## config.mk

```make
export PLATFORM = sky130hd
export DESIGN_NAME = sha256_stream_hasher_top_flat
export DESIGN_NICKNAME = d
export VERILOG_FILES = /design/src/hw/rtl/shs_pkg.sv /design/src/hw/rtl/shs_if.sv /design/src/hw/rtl/shs_blk_mem.sv /design/src/hw/rtl/shs_core.sv /design/src/hw/rtl/sha256_stream_hasher_top.sv /design/src/flat_wrapper.sv
export SDC_FILE = /design/constraint.sdc
export NUM_CORES = 2
export LEC_CHECK = 0
export BUFFER_PORTS_ARGS = -buffer_cell sky130_fd_sc_hd__buf_2
export CORE_MARGIN = 10
export CORE_UTILIZATION = 52
export CTS_BUF_LIST = sky130_fd_sc_hd__clkbuf_4
export CTS_CLUSTER_DIAMETER = 30
export DETAILED_ROUTE_END_ITERATION = 10
export PLACE_DENSITY = 0.78
export SLEW_MARGIN = 20
export SYNTH_ARGS = -nofsm -noshare
export SYNTH_HDL_FRONTEND = slang
export SYNTH_SLANG_ARGS = --single-unit
```

## constraint.sdc

```tcl
create_clock -name clk -period 32.6 [get_ports clk]
set_clock_uncertainty 0.15 [all_clocks]
set_input_delay 0 -clock clk [delete_from_list [all_inputs] [get_ports clk]]
set_output_delay 0 -clock clk [all_outputs]
set_load 0.05 [all_outputs]
```

## src/hw/rtl/shs_pkg.sv

```systemverilog
`timescale 1ns / 1ps

package shs_pkg;

	localparam int WordW     = 32;
	localparam int BlkDepth  = 16;
	localparam int HashDepth = 8;
	localparam int BlkAw     = 4;
	localparam int HashAw    = 3;
	localparam int PosW      = 6;
	localparam int LenW      = 64;
	localparam int CntW      = 7;

	localparam logic [7:0]      PadByte    = 8'h80;
	localparam logic [7:0]      ZeroByte   = 8'h00;
	localparam logic [PosW-1:0] LenPos     = 6'd56;
	localparam logic [PosW-1:0] PosLast    = 6'd63;
	localparam logic [LenW-1:0] BitsByte   = 64'd8;
	localparam logic [CntW-1:0] LoadLast   = 7'd16;
	localparam logic [CntW-1:0] HashLdLast = 7'd8;
	localparam logic [CntW-1:0] RoundLast  = 7'd63;
	localparam logic [CntW-1:0] FinLast    = 7'd8;
	localparam logic [1:0]      PartLast   = 2'd3;

	typedef logic [WordW-1:0] word_t;

	typedef enum logic [2:0] {
		ST_IDLE,
		ST_PAD,
		ST_COMP,
		ST_RD_HI,
		ST_RD_LO,
		ST_RD_CAP
	} top_state_t;

	typedef enum logic [1:0] {
		C_IDLE,
		C_LOAD,
		C_ROUND,
		C_FIN
	} core_state_t;

	typedef struct packed {
		logic start;
		logic rehash;
	} core_ctl_t;

	function automatic word_t init_hash(input logic [HashAw-1:0] idx);
		word_t r;
		case (idx)
			3'd0: r = 32'h6a09e667;
			3'd1: r = 32'hbb67ae85;
			3'd2: r = 32'h3c6ef372;
			3'd3: r = 32'ha54ff53a;
			3'd4: r = 32'h510e527f;
			3'd5: r = 32'h9b05688c;
			3'd6: r = 32'h1f83d9ab;
			3'd7: r = 32'h5be0cd19;
			default: r = 32'h6a09e667;
		endcase
		return r;
	endfunction

	function automatic word_t round_k(input logic [5:0] t);
		word_t r;
		case (t)
			6'd0:  r = 32'h428a2f98; 6'd1:  r = 32'h71374491;
			6'd2:  r = 32'hb5c0fbcf; 6'd3:  r = 32'he9b5dba5;
			6'd4:  r = 32'h3956c25b; 6'd5:  r = 32'h59f111f1;
			6'd6:  r = 32'h923f82a4; 6'd7:  r = 32'hab1c5ed5;
			6'd8:  r = 32'hd807aa98; 6'd9:  r = 32'h12835b01;
			6'd10: r = 32'h243185be; 6'd11: r = 32'h550c7dc3;
			6'd12: r = 32'h72be5d74; 6'd13: r = 32'h80deb1fe;
			6'd14: r = 32'h9bdc06a7; 6'd15: r = 32'hc19bf174;
			6'd16: r = 32'he49b69c1; 6'd17: r = 32'hefbe4786;
			6'd18: r = 32'h0fc19dc6; 6'd19: r = 32'h240ca1cc;
			6'd20: r = 32'h2de92c6f; 6'd21: r = 32'h4a7484aa;
			6'd22: r = 32'h5cb0a9dc; 6'd23: r = 32'h76f988da;
			6'd24: r = 32'h983e5152; 6'd25: r = 32'ha831c66d;
			6'd26: r = 32'hb00327c8; 6'd27: r = 32'hbf597fc7;
			6'd28: r = 32'hc6e00bf3; 6'd29: r = 32'hd5a79147;
			6'd30: r = 32'h06ca6351; 6'd31: r = 32'h14292967;
			6'd32: r = 32'h27b70a85; 6'd33: r = 32'h2e1b2138;
			6'd34: r = 32'h4d2c6dfc; 6'd35: r = 32'h53380d13;
			6'd36: r = 32'h650a7354; 6'd37: r = 32'h766a0abb;
			6'd38: r = 32'h81c2c92e; 6'd39: r = 32'h92722c85;
			6'd40: r = 32'ha2bfe8a1; 6'd41: r = 32'ha81a664b;
			6'd42: r = 32'hc24b8b70; 6'd43: r = 32'hc76c51a3;
			6'd44: r = 32'hd192e819; 6'd45: r = 32'hd6990624;
			6'd46: r = 32'hf40e3585; 6'd47: r = 32'h106aa070;
			6'd48: r = 32'h19a4c116; 6'd49: r = 32'h1e376c08;
			6'd50: r = 32'h2748774c; 6'd51: r = 32'h34b0bcb5;
			6'd52: r = 32'h391c0cb3; 6'd53: r = 32'h4ed8aa4a;
			6'd54: r = 32'h5b9cca4f; 6'd55: r = 32'h682e6ff3;
			6'd56: r = 32'h748f82ee; 6'd57: r = 32'h78a5636f;
			6'd58: r = 32'h84c87814; 6'd59: r = 32'h8cc70208;
			6'd60: r = 32'h90befffa; 6'd61: r = 32'ha4506ceb;
			6'd62: r = 32'hbef9a3f7; 6'd63: r = 32'hc67178f2;
			default: r = 32'h428a2f98;
		endcase
		return r;
	endfunction

	function automatic word_t big_sigma0(input word_t x);
		return {x[1:0], x[31:2]} ^ {x[12:0], x[31:13]} ^ {x[21:0], x[31:22]};
	endfunction

	function automatic word_t big_sigma1(input word_t x);
		return {x[5:0], x[31:6]} ^ {x[10:0], x[31:11]} ^ {x[24:0], x[31:25]};
	endfunction

	function automatic word_t small_sigma0(input word_t x);
		return {x[6:0], x[31:7]} ^ {x[17:0], x[31:18]} ^ {3'b000, x[31:3]};
	endfunction

	function automatic word_t small_sigma1(input word_t x);
		return {x[16:0], x[31:17]} ^ {x[18:0], x[31:19]} ^ {10'b0, x[31:10]};
	endfunction

endpackage

```

## src/hw/rtl/shs_if.sv

```systemverilog
`timescale 1ns / 1ps

interface shs_byte_if import shs_pkg::*; ();
	logic       valid;
	logic       ready;
	logic [7:0] data_byte;
	logic       byte_present;
	logic       last_of_message;

	modport source (output valid, data_byte, byte_present, last_of_message, input ready);
	modport sink   (input valid, data_byte, byte_present, last_of_message, output ready);
endinterface

interface shs_digest_if import shs_pkg::*; ();
	logic                  valid;
	logic                  ready;
	logic [2*WordW-1:0]    digest_part;
	logic [1:0]            part_index;
	logic                  last_part;

	modport source (output valid, digest_part, part_index, last_part, input ready);
	modport sink   (input valid, digest_part, part_index, last_part, output ready);
endinterface

```

## src/hw/rtl/shs_blk_mem.sv

```systemverilog
`timescale 1ns / 1ps

module shs_blk_mem import shs_pkg::*; (
	input  logic             clk,
	input  logic             we,
	input  logic [BlkAw-1:0] waddr,
	input  word_t            wdata,
	input  logic [BlkAw-1:0] raddr,
	output word_t            rdata
);

	word_t mem [BlkDepth];
	word_t rdata_q;

	always_ff @(posedge clk) begin
		if (we) begin
			mem[waddr] <= wdata;
		end
		rdata_q <= mem[raddr];
	end

	assign rdata = rdata_q;

endmodule

```

## src/hw/rtl/shs_core.sv

```systemverilog
`timescale 1ns / 1ps

module shs_core import shs_pkg::*; (
	input  logic              clk,
	input  logic              arst_n,
	input  core_ctl_t         ctl,
	output logic              done,
	output logic [BlkAw-1:0]  blk_addr,
	input  word_t             blk_data,
	input  logic [HashAw-1:0] rd_addr,
	output word_t             rd_data
);

	core_state_t state_q, state_d;
	logic [CntW-1:0] cnt_q, cnt_d;
	logic fresh_q;

	word_t hash_mem [HashDepth];
	word_t hash_rd_q;
	logic [HashAw-1:0] hash_raddr;
	logic [HashAw-1:0] hash_waddr;
	logic hash_we;
	word_t hash_wdata;
	word_t base;

	word_t w_q [BlkDepth];
	word_t v_q [HashDepth];
	logic w_load;
	logic v_load;

	word_t t1, t2, w_next;

	always_comb begin
		hash_waddr = cnt_q[HashAw-1:0] - 3'd1;
		base = fresh_q ? init_hash(hash_waddr) : hash_rd_q;
		hash_wdata = base + v_q[0];

		t1 = v_q[7] + big_sigma1(v_q[4]) + ((v_q[4] & v_q[5]) ^ (~v_q[4] & v_q[6]))
			+ round_k(cnt_q[5:0]) + w_q[0];
		t2 = big_sigma0(v_q[0]) + ((v_q[0] & v_q[1]) ^ (v_q[0] & v_q[2]) ^ (v_q[1] & v_q[2]));
		w_next = w_q[0] + small_sigma0(w_q[1]) + w_q[9] + small_sigma1(w_q[14]);
	end

	always_comb begin
		state_d = state_q;
		cnt_d = cnt_q;
		blk_addr = cnt_q[BlkAw-1:0];
		hash_raddr = (state_q == C_IDLE) ? rd_addr : cnt_q[HashAw-1:0];
		hash_we = 1'b0;
		w_load = 1'b0;
		v_load = 1'b0;
		done = 1'b0;
		case (state_q)
			C_IDLE: begin
				if (ctl.start) begin
					state_d = C_LOAD;
					cnt_d = '0;
				end
			end
			C_LOAD: begin
				w_load = (cnt_q != '0);
				v_load = (cnt_q != '0) && (cnt_q <= HashLdLast);
				if (cnt_q == LoadLast) begin
					state_d = C_ROUND;
					cnt_d = '0;
				end else begin
					cnt_d = cnt_q + 7'd1;
				end
			end
			C_ROUND: begin
				if (cnt_q == RoundLast) begin
					state_d = C_FIN;
					cnt_d = '0;
				end else begin
					cnt_d = cnt_q + 7'd1;
				end
			end
			C_FIN: begin
				hash_we = (cnt_q != '0);
				if (cnt_q == FinLast) begin
					state_d = C_IDLE;
					cnt_d = '0;
					done = 1'b1;
				end else begin
					cnt_d = cnt_q + 7'd1;
				end
			end
			default: begin
				state_d = C_IDLE;
			end
		endcase
	end

	always_ff @(posedge clk or negedge arst_n) begin
		if (!arst_n) begin
			state_q <= C_IDLE;
			cnt_q <= '0;
			fresh_q <= 1'b1;
		end else begin
			state_q <= state_d;
			cnt_q <= cnt_d;
			if (ctl.rehash) begin
				fresh_q <= 1'b1;
			end else if (done) begin
				fresh_q <= 1'b0;
			end
		end
	end

	always_ff @(posedge clk) begin
		if (hash_we) begin
			hash_mem[hash_waddr] <= hash_wdata;
		end
		hash_rd_q <= hash_mem[hash_raddr];
	end

	// message schedule window, w_q[0] is the word of the current round
	always_ff @(posedge clk) begin
		if (w_load || state_q == C_ROUND) begin
			for (int i = 0; i < BlkDepth - 1; i++) begin
				w_q[i] <= w_q[i+1];
			end
			w_q[BlkDepth-1] <= w_load ? blk_data : w_next;
		end
	end

	always_ff @(posedge clk) begin
		if (v_load || hash_we) begin
			for (int i = 0; i < HashDepth - 1; i++) begin
				v_q[i] <= v_q[i+1];
			end
			v_q[HashDepth-1] <= v_load ? base : v_q[0];
		end else if (state_q == C_ROUND) begin
			v_q[7] <= v_q[6];
			v_q[6] <= v_q[5];
			v_q[5] <= v_q[4];
			v_q[4] <= v_q[3] + t1;
			v_q[3] <= v_q[2];
			v_q[2] <= v_q[1];
			v_q[1] <= v_q[0];
			v_q[0] <= t1 + t2;
		end
	end

	assign rd_data = hash_rd_q;

endmodule

```

## src/hw/rtl/sha256_stream_hasher_top.sv

```systemverilog
`timescale 1ns / 1ps

// channel   dir  fields                                         role
// msg       in   data_byte[8] byte_present last_of_message      at most one message byte per item
// digest    out  digest_part[64] part_index[2] last_part        four digest quarters
//
// byte items are accepted back to back while idle; the item filling a block adds a compression
// (block and hash memory reads, 64 rounds, hash memory updates)
// a final item adds a pad byte per pad position, one or two compressions and
// hash memory reads for each digest part
// reset clears all control state; hash memory is marked initial, no clearing pass
// msg stalls while padding, compressing or reading out; part 3 may wait in the
// output register while the next message streams in

module sha256_stream_hasher_top import shs_pkg::*; (
	input  logic        clk,
	input  logic        arst_n,
	shs_byte_if.sink    msg,
	shs_digest_if.source digest
);

	top_state_t state_q, state_d, after_q, after_d;
	logic [PosW-1:0] pos_q;
	logic [LenW-1:0] len_q, len_d;
	word_t word_q;
	logic first_q, first_d;
	logic tail_q, tail_d;
	logic [1:0] part_q, part_d;
	word_t hi_q, hi_d;

	logic out_valid_q;
	logic [2*WordW-1:0] out_data_q;
	logic [1:0] out_idx_q;
	logic out_last_q;
	logic out_load;

	logic accept;
	logic put_en;
	logic [7:0] put_val;
	logic [7:0] len_byte;
	logic [PosW-1:0] len_sh;
	logic tail_eff;
	word_t put_word;

	core_ctl_t ctl;
	logic core_done;
	logic [BlkAw-1:0] blk_raddr;
	word_t blk_rdata;
	logic [HashAw-1:0] hash_addr;
	word_t hash_data;

	assign msg.ready = (state_q == ST_IDLE);
	assign accept = msg.valid && msg.ready;
	assign len_sh = {~pos_q[2:0], 3'b000};
	assign len_byte = 8'(len_q >> len_sh);
	assign put_word = {word_q[WordW-9:0], put_val};

	always_comb begin
		state_d = state_q;
		after_d = after_q;
		len_d = len_q;
		first_d = first_q;
		tail_d = tail_q;
		part_d = part_q;
		hi_d = hi_q;
		put_en = 1'b0;
		put_val = msg.data_byte;
		tail_eff = tail_q;
		out_load = 1'b0;
		ctl = '0;
		hash_addr = {part_q, 1'b0};
		case (state_q)
			ST_IDLE: begin
				if (accept) begin
					if (msg.byte_present) begin
						put_en = 1'b1;
						len_d = len_q + BitsByte;
					end
					if (msg.last_of_message) begin
						first_d = 1'b1;
					end
					if (msg.byte_present && pos_q == PosLast) begin
						ctl.start = 1'b1;
						state_d = ST_COMP;
						after_d = msg.last_of_message ? ST_PAD : ST_IDLE;
					end else if (msg.last_of_message) begin
						state_d = ST_PAD;
					end
				end
			end
			ST_PAD: begin
				put_en = 1'b1;
				first_d = 1'b0;
				if (first_q) begin
					put_val = PadByte;
					tail_eff = (pos_q >= LenPos);
					tail_d = tail_eff;
				end else if (pos_q >= LenPos && !tail_q) begin
					put_val = len_byte;
				end else begin
					put_val = ZeroByte;
				end
				if (pos_q == PosLast) begin
					ctl.start = 1'b1;
					state_d = ST_COMP;
					tail_d = 1'b0;
					if (tail_eff) begin
						after_d = ST_PAD;
					end else begin
						after_d = ST_RD_HI;
						len_d = '0;
					end
				end
			end
			ST_COMP: begin
				if (core_done) begin
					state_d = after_q;
				end
			end
			ST_RD_HI: begin
				if (!out_valid_q || digest.ready) begin
					state_d = ST_RD_LO;
				end
			end
			ST_RD_LO: begin
				hash_addr = {part_q, 1'b1};
				hi_d = hash_data;
				state_d = ST_RD_CAP;
			end
			ST_RD_CAP: begin
				out_load = 1'b1;
				if (part_q == PartLast) begin
					ctl.rehash = 1'b1;
					part_d = '0;
					state_d = ST_IDLE;
				end else begin
					part_d = part_q + 2'd1;
					state_d = ST_RD_HI;
				end
			end
			default: begin
				state_d = ST_IDLE;
			end
		endcase
	end

	always_ff @(posedge clk or negedge arst_n) begin
		if (!arst_n) begin
			state_q <= ST_IDLE;
			after_q <= ST_IDLE;
			pos_q <= '0;
			len_q <= '0;
			first_q <= 1'b0;
			tail_q <= 1'b0;
			part_q <= '0;
			out_valid_q <= 1'b0;
		end else begin
			state_q <= state_d;
			after_q <= after_d;
			len_q <= len_d;
			first_q <= first_d;
			tail_q <= tail_d;
			part_q <= part_d;
			if (put_en) begin
				pos_q <= pos_q + 6'd1;
			end
			if (out_load) begin
				out_valid_q <= 1'b1;
			end else if (digest.ready) begin
				out_valid_q <= 1'b0;
			end
		end
	end

	always_ff @(posedge clk) begin
		hi_q <= hi_d;
		if (put_en) begin
			word_q <= put_word;
		end
		if (out_load) begin
			out_data_q <= {hi_q, hash_data};
			out_idx_q <= part_q;
			out_last_q <= (part_q == PartLast);
		end
	end

	assign digest.valid = out_valid_q;
	assign digest.digest_part = out_data_q;
	assign digest.part_index = out_idx_q;
	assign digest.last_part = out_last_q;

	shs_blk_mem u_blk_mem (
		.clk   (clk),
		.we    (put_en && pos_q[1:0] == 2'd3),
		.waddr (pos_q[PosW-1:2]),
		.wdata (put_word),
		.raddr (blk_raddr),
		.rdata (blk_rdata)
	);

	shs_core u_core (
		.clk      (clk),
		.arst_n   (arst_n),
		.ctl      (ctl),
		.done     (core_done),
		.blk_addr (blk_raddr),
		.blk_data (blk_rdata),
		.rd_addr  (hash_addr),
		.rd_data  (hash_data)
	);

endmodule
```

## src/flat_wrapper.sv

```systemverilog
// flat-port wrapper written by rule: the top's interface ports become plain ports
module sha256_stream_hasher_top_flat import shs_pkg::*;
  (clk, arst_n, msg_valid, msg_data_byte, msg_byte_present, msg_last_of_message, msg_ready, digest_valid, digest_digest_part, digest_part_index, digest_last_part, digest_ready);
  shs_byte_if msg_i ();
  shs_digest_if digest_i ();
  input  logic clk;
  input  logic arst_n;
  input wire logic [$bits(msg_i.valid)-1:0] msg_valid;
  input wire logic [$bits(msg_i.data_byte)-1:0] msg_data_byte;
  input wire logic [$bits(msg_i.byte_present)-1:0] msg_byte_present;
  input wire logic [$bits(msg_i.last_of_message)-1:0] msg_last_of_message;
  output wire logic [$bits(msg_i.ready)-1:0] msg_ready;
  output wire logic [$bits(digest_i.valid)-1:0] digest_valid;
  output wire logic [$bits(digest_i.digest_part)-1:0] digest_digest_part;
  output wire logic [$bits(digest_i.part_index)-1:0] digest_part_index;
  output wire logic [$bits(digest_i.last_part)-1:0] digest_last_part;
  input wire logic [$bits(digest_i.ready)-1:0] digest_ready;
  assign msg_i.valid = msg_valid;
  assign msg_i.data_byte = msg_data_byte;
  assign msg_i.byte_present = msg_byte_present;
  assign msg_i.last_of_message = msg_last_of_message;
  assign msg_ready = msg_i.ready;
  assign digest_valid = digest_i.valid;
  assign digest_digest_part = digest_i.digest_part;
  assign digest_part_index = digest_i.part_index;
  assign digest_last_part = digest_i.last_part;
  assign digest_i.ready = digest_ready;
  sha256_stream_hasher_top u_core (.clk(clk), .arst_n(arst_n), .msg(msg_i), .digest(digest_i));
endmodule
```

==> impl_metrics.json <==
{
  "worst_pin_slew_ps": 1120,
  "cp-end-kind": "flop",
  "cts_made_buffers": 460,
  "intPower_w": 0.00357,
  "nets": 6278,
  "drv_slew": 0,
  "timing.final.crit_share": 0.330,
  "cap_violations": 0,
  "initial_core_util": 0.523,
  "hold-worst-slack_ps": 180,
  "ir_worst_vdd_v": 0.0000459,
  "clock.fmax_ghz": 0.0930,
  "syn_inst": 5493,
  "fp.dieW_um": 422,
  "min_from": "u_core.u_core.w_q[0][176]",
  "wl_um": 214000,
  "switching_power_w": 0.000914,
  "arrival_ps": 11740,
  "dpl.hpwl_um": 143000,
  "rsz0062_at_grt": "no",
  "status": "complete, no violations",
  "synth_ff_type": "edfxtp_1",
  "first_pass_iters": 6,
  "grt_pass1_vias": 49400,
  "drc": 0,
  "synth-seq-cells": 1810,
  "worst_path_most_repeated_cell": "inv_1",
  "die_y_um": 422,
  "grt_pass1_wl_um": 317000,
  "nFillCells": 12200,
  "drive_gt1_frac": 0.234,
  "core-area_um2": 160000,
  "synth_cell_types": 87,
  "grt_usage": 0.236,
  "grt-ovfl-total": 0,
  "period_needed_ps": 10760,
  "ys_warn_count": 0,
  "post_cts_buffers": 0,
  "die_area_um2": 178000,
  "clk_pin_slew_ps": 80,
  "worstHoldPathCells": 0,
  "io_pins": 83,
  "fin_setup_tns_ps": 0,
  "cp_slowest_stage_delay_ps": 630,
  "timing.rr.start": "u_core.u_core.cnt_q[0]",
  "worstReg2RegEnd": "u_core.u_core.v_q[0][30]",
  "vias": 49900,
  "cts_max_level": 5,
  "synth_area_leader_cell": "edfxtp_1",
  "wl_per_cell_um": 25.4,
  "p_per_area_nw_per_um2": 48.0,
  "crit_fanout": 18,
  "min-delay-path-class": "flop to flop",
  "port_buffers": 82,
  "syn_avg_cell_area_um2": 15.3,
  "ant_nets": 0,
  "num_rows": 147,
  "start_kind": "flop",
  "slew_headroom": 0.246,
  "clkLatencyLatePin_ps": 1430,
  "yosys-top-cells-area": "edfxtp_1 (59%), mux4_2 (6.7%), fa_1 (4.5%), mux2_2 (3.3%), xnor2_1 (3.2%)",
  "netlist_area_um2": 83900,
  "sw_frac_of_total": 0.204,
  "critPathKind": "flop to flop",
  "grt_max_degree": 212,
  "syn_to_final_growth_pct": 11.4,
  "min_to": "u_core.u_core.w_q[0][144]",
  "clockBufferDepth": 4,
  "cts_root_buffer": "clkbuf_4",
  "tritoncts": "yes",
  "synth.top_cell.area_share": 0.594,
  "vias_per_cell": 5.91,
  "power_w": 0.00448,
  "power.share.combinational": 0.001,
  "cpMaxStageDelayCell": "ha_1",
  "drt-initial-drc-count": 5622,
  "cts.sinks": 1810,
  "hold_violations": 0,
  "p_leak_nw": 34.3,
  "p_clk_frac": 0.442,
  "syn_nets": 5880,
  "seqPwrFrac": 0.557,
  "grt_antenna_before_repair": 16,
  "rrSetupSlack_ps": 21840,
  "synth-edff-count": 1659,
  "async_reset_ff_frac": 0.0481,
  "worstRegToRegCells": 36,
  "ys_seq_area_frac": 0.635,
  "finalSetupViolCount": 0,
  "place_congestion": 0.995,
  "cp_data_required_time_ps": 33590
}
cells in the mapped netlist (all sizes together) (185+ instances only):
cell       n
a21oi    220
edfxtp  1659
xnor2    308
clkbuf   209
nand2    289
o21ai    274
mux4     250
inv      289
fa       188
mux2     245
ha       185
nor2     265
layout make-up:
cell class,count,area (um^2),area share
flip-flops and latches,1810,53300,0.571
inverters,294,1100,0.0118
diodes,5,12.5,0.000134
well taps,2160,2700,0.0289
repair buffers,200,1450,0.0156
clock buffers,659,4950,0.0530
multi-input cells,3125,28700,0.307
clock inverters,178,1170,0.0126
repair_timing:
item,in CTS,in global routing
gates resized for setup,0,0
hold buffers,34,0
endpoints found under the hold margin,327,0
cells in the final DEF, fill, tap and decap left out, types with 53 or more instances in the layout:
cell type	Yosys	routed
mux2i_1	59	56
a21oi_1	220	220
dfrtp_1	86	80
xor2_1	119	119
clkinv_1	5	122
buf_2	10	81
o21ai_0	274	271
a21o_1	94	94
inv_1	289	287
nand2_1	289	287
edfxtp_1	1659	1659
a31oi_1	53	53
nand3_1	63	61
mux2_2	245	245
dfxtp_1	64	64
clkbuf_4	0	659
ha_1	185	184
mux4_2	250	250
fa_1	188	188
nor3_1	62	53
nor2_1	265	250
buf_4	2	78
xnor2_1	308	306
power by group through the flow:
| stage | Clock [W] | Sequential, W | Combinational, W |
|---|---|---|---|
| 5_1_grt | 0.00215 | 0.00249 | 0.00000719 |
| 6_report | 0.00198 | 0.00249 | 0.00000657 |
| 3_3_place_gp | 0 | 0.00255 | 0.00000368 |
| 4_1_cts | 0.00202 | 0.00249 | 0.00000653 |
| 3_5_place_dp | 0 | 0.00255 | 0.00000374 |
| 2_1_floorplan | 0 | 0.00255 | 0.000000137 |
worst max-delay path: cells and delay by family, from the launching register on:
family | cells | cell delay [ps]
DFF | 1 | 610
AOI/OAI and AO/OA | 14 | 3480
adders and majority gates | 8 | 3310
buffers and inverters | 7 | 850
muxes | 1 | 490
and+or+nand+nor | 5 | 1410
xor gates and xnor gates | 1 | 200
through the flow:
step	utilization	cell area (um^2)	cells	worst slack [ps]
after detailed placement	0.542	86900	7554	22040
after global routing	0.582	93400	8429	21090
after floorplan	-	83900	5493	18280
after global placement	0.542	86900	7554	22220
final	0.582	93400	8431	21840
after CTS	0.582	93300	8425	22010
flip-flops by register name, indices dropped and copies added, names as in the netlist, 2 cells and up:
signal	cells
u_core.u_blk_mem.rdata	32
u_core.hi_q	32
u_core.u_core.v_q	256
u_core.after_q	2
u_core.state_q	3
u_core.digest.part_index	2
u_core.part_q	2
u_core.u_core.cnt_q	7
u_core.u_core.rd_data	32
u_core.word_q	24
u_core.u_core.w_q	512
u_core.pos_q	6
u_core.u_core.hash_mem	256
u_core.digest.digest_part	64
u_core.len_q	61
u_core.u_core.state_q	2
u_core.u_blk_mem.mem	512
logic make-up after synthesis:
kind of cell	count (synthesis)	share of synthesized area
buf+inv	558	0.0257
fa+ha+maj	375	0.0727
mux	554	0.107
compound gates	887	0.0657
flops	1810	0.635
xor+xnor	428	0.0449
simple gates	881	0.0487
how the worst max path moves through the flow:
stage                                       from                       end  slack (ps)  depth (start not counted)
after floorplan           u_core.u_core.cnt_q[1]   u_core.u_core.w_q[0][0]       18280                          8
after global placement    u_core.u_core.cnt_q[0]  u_core.u_core.v_q[0][30]       22220                         36
after detailed placement  u_core.u_core.cnt_q[0]  u_core.u_core.v_q[0][30]       22040                         36
after CTS                 u_core.u_core.cnt_q[0]  u_core.u_core.v_q[0][30]       22010                         36
after global routing      u_core.u_core.cnt_q[0]  u_core.u_core.v_q[0][30]       21090                         36
final                     u_core.u_core.cnt_q[0]  u_core.u_core.v_q[0][30]       21840                         36
routing by layer:
metal | track usage | wire (um) | share of wire | vias up
met3 | 0.0515 | 20600 | 0.096 | 462
li1 | - | - | - | 21800
met4 | 0.103 | 9220 | 0.043 | 8
met1 | 0.327 | 85300 | 0.40 | 24900
met2 | 0.361 | 98700 | 0.46 | 2678
met5 | 0 | 46 | 0.00022 | -
No activity file was read; power rests on OpenSTA's default activity.
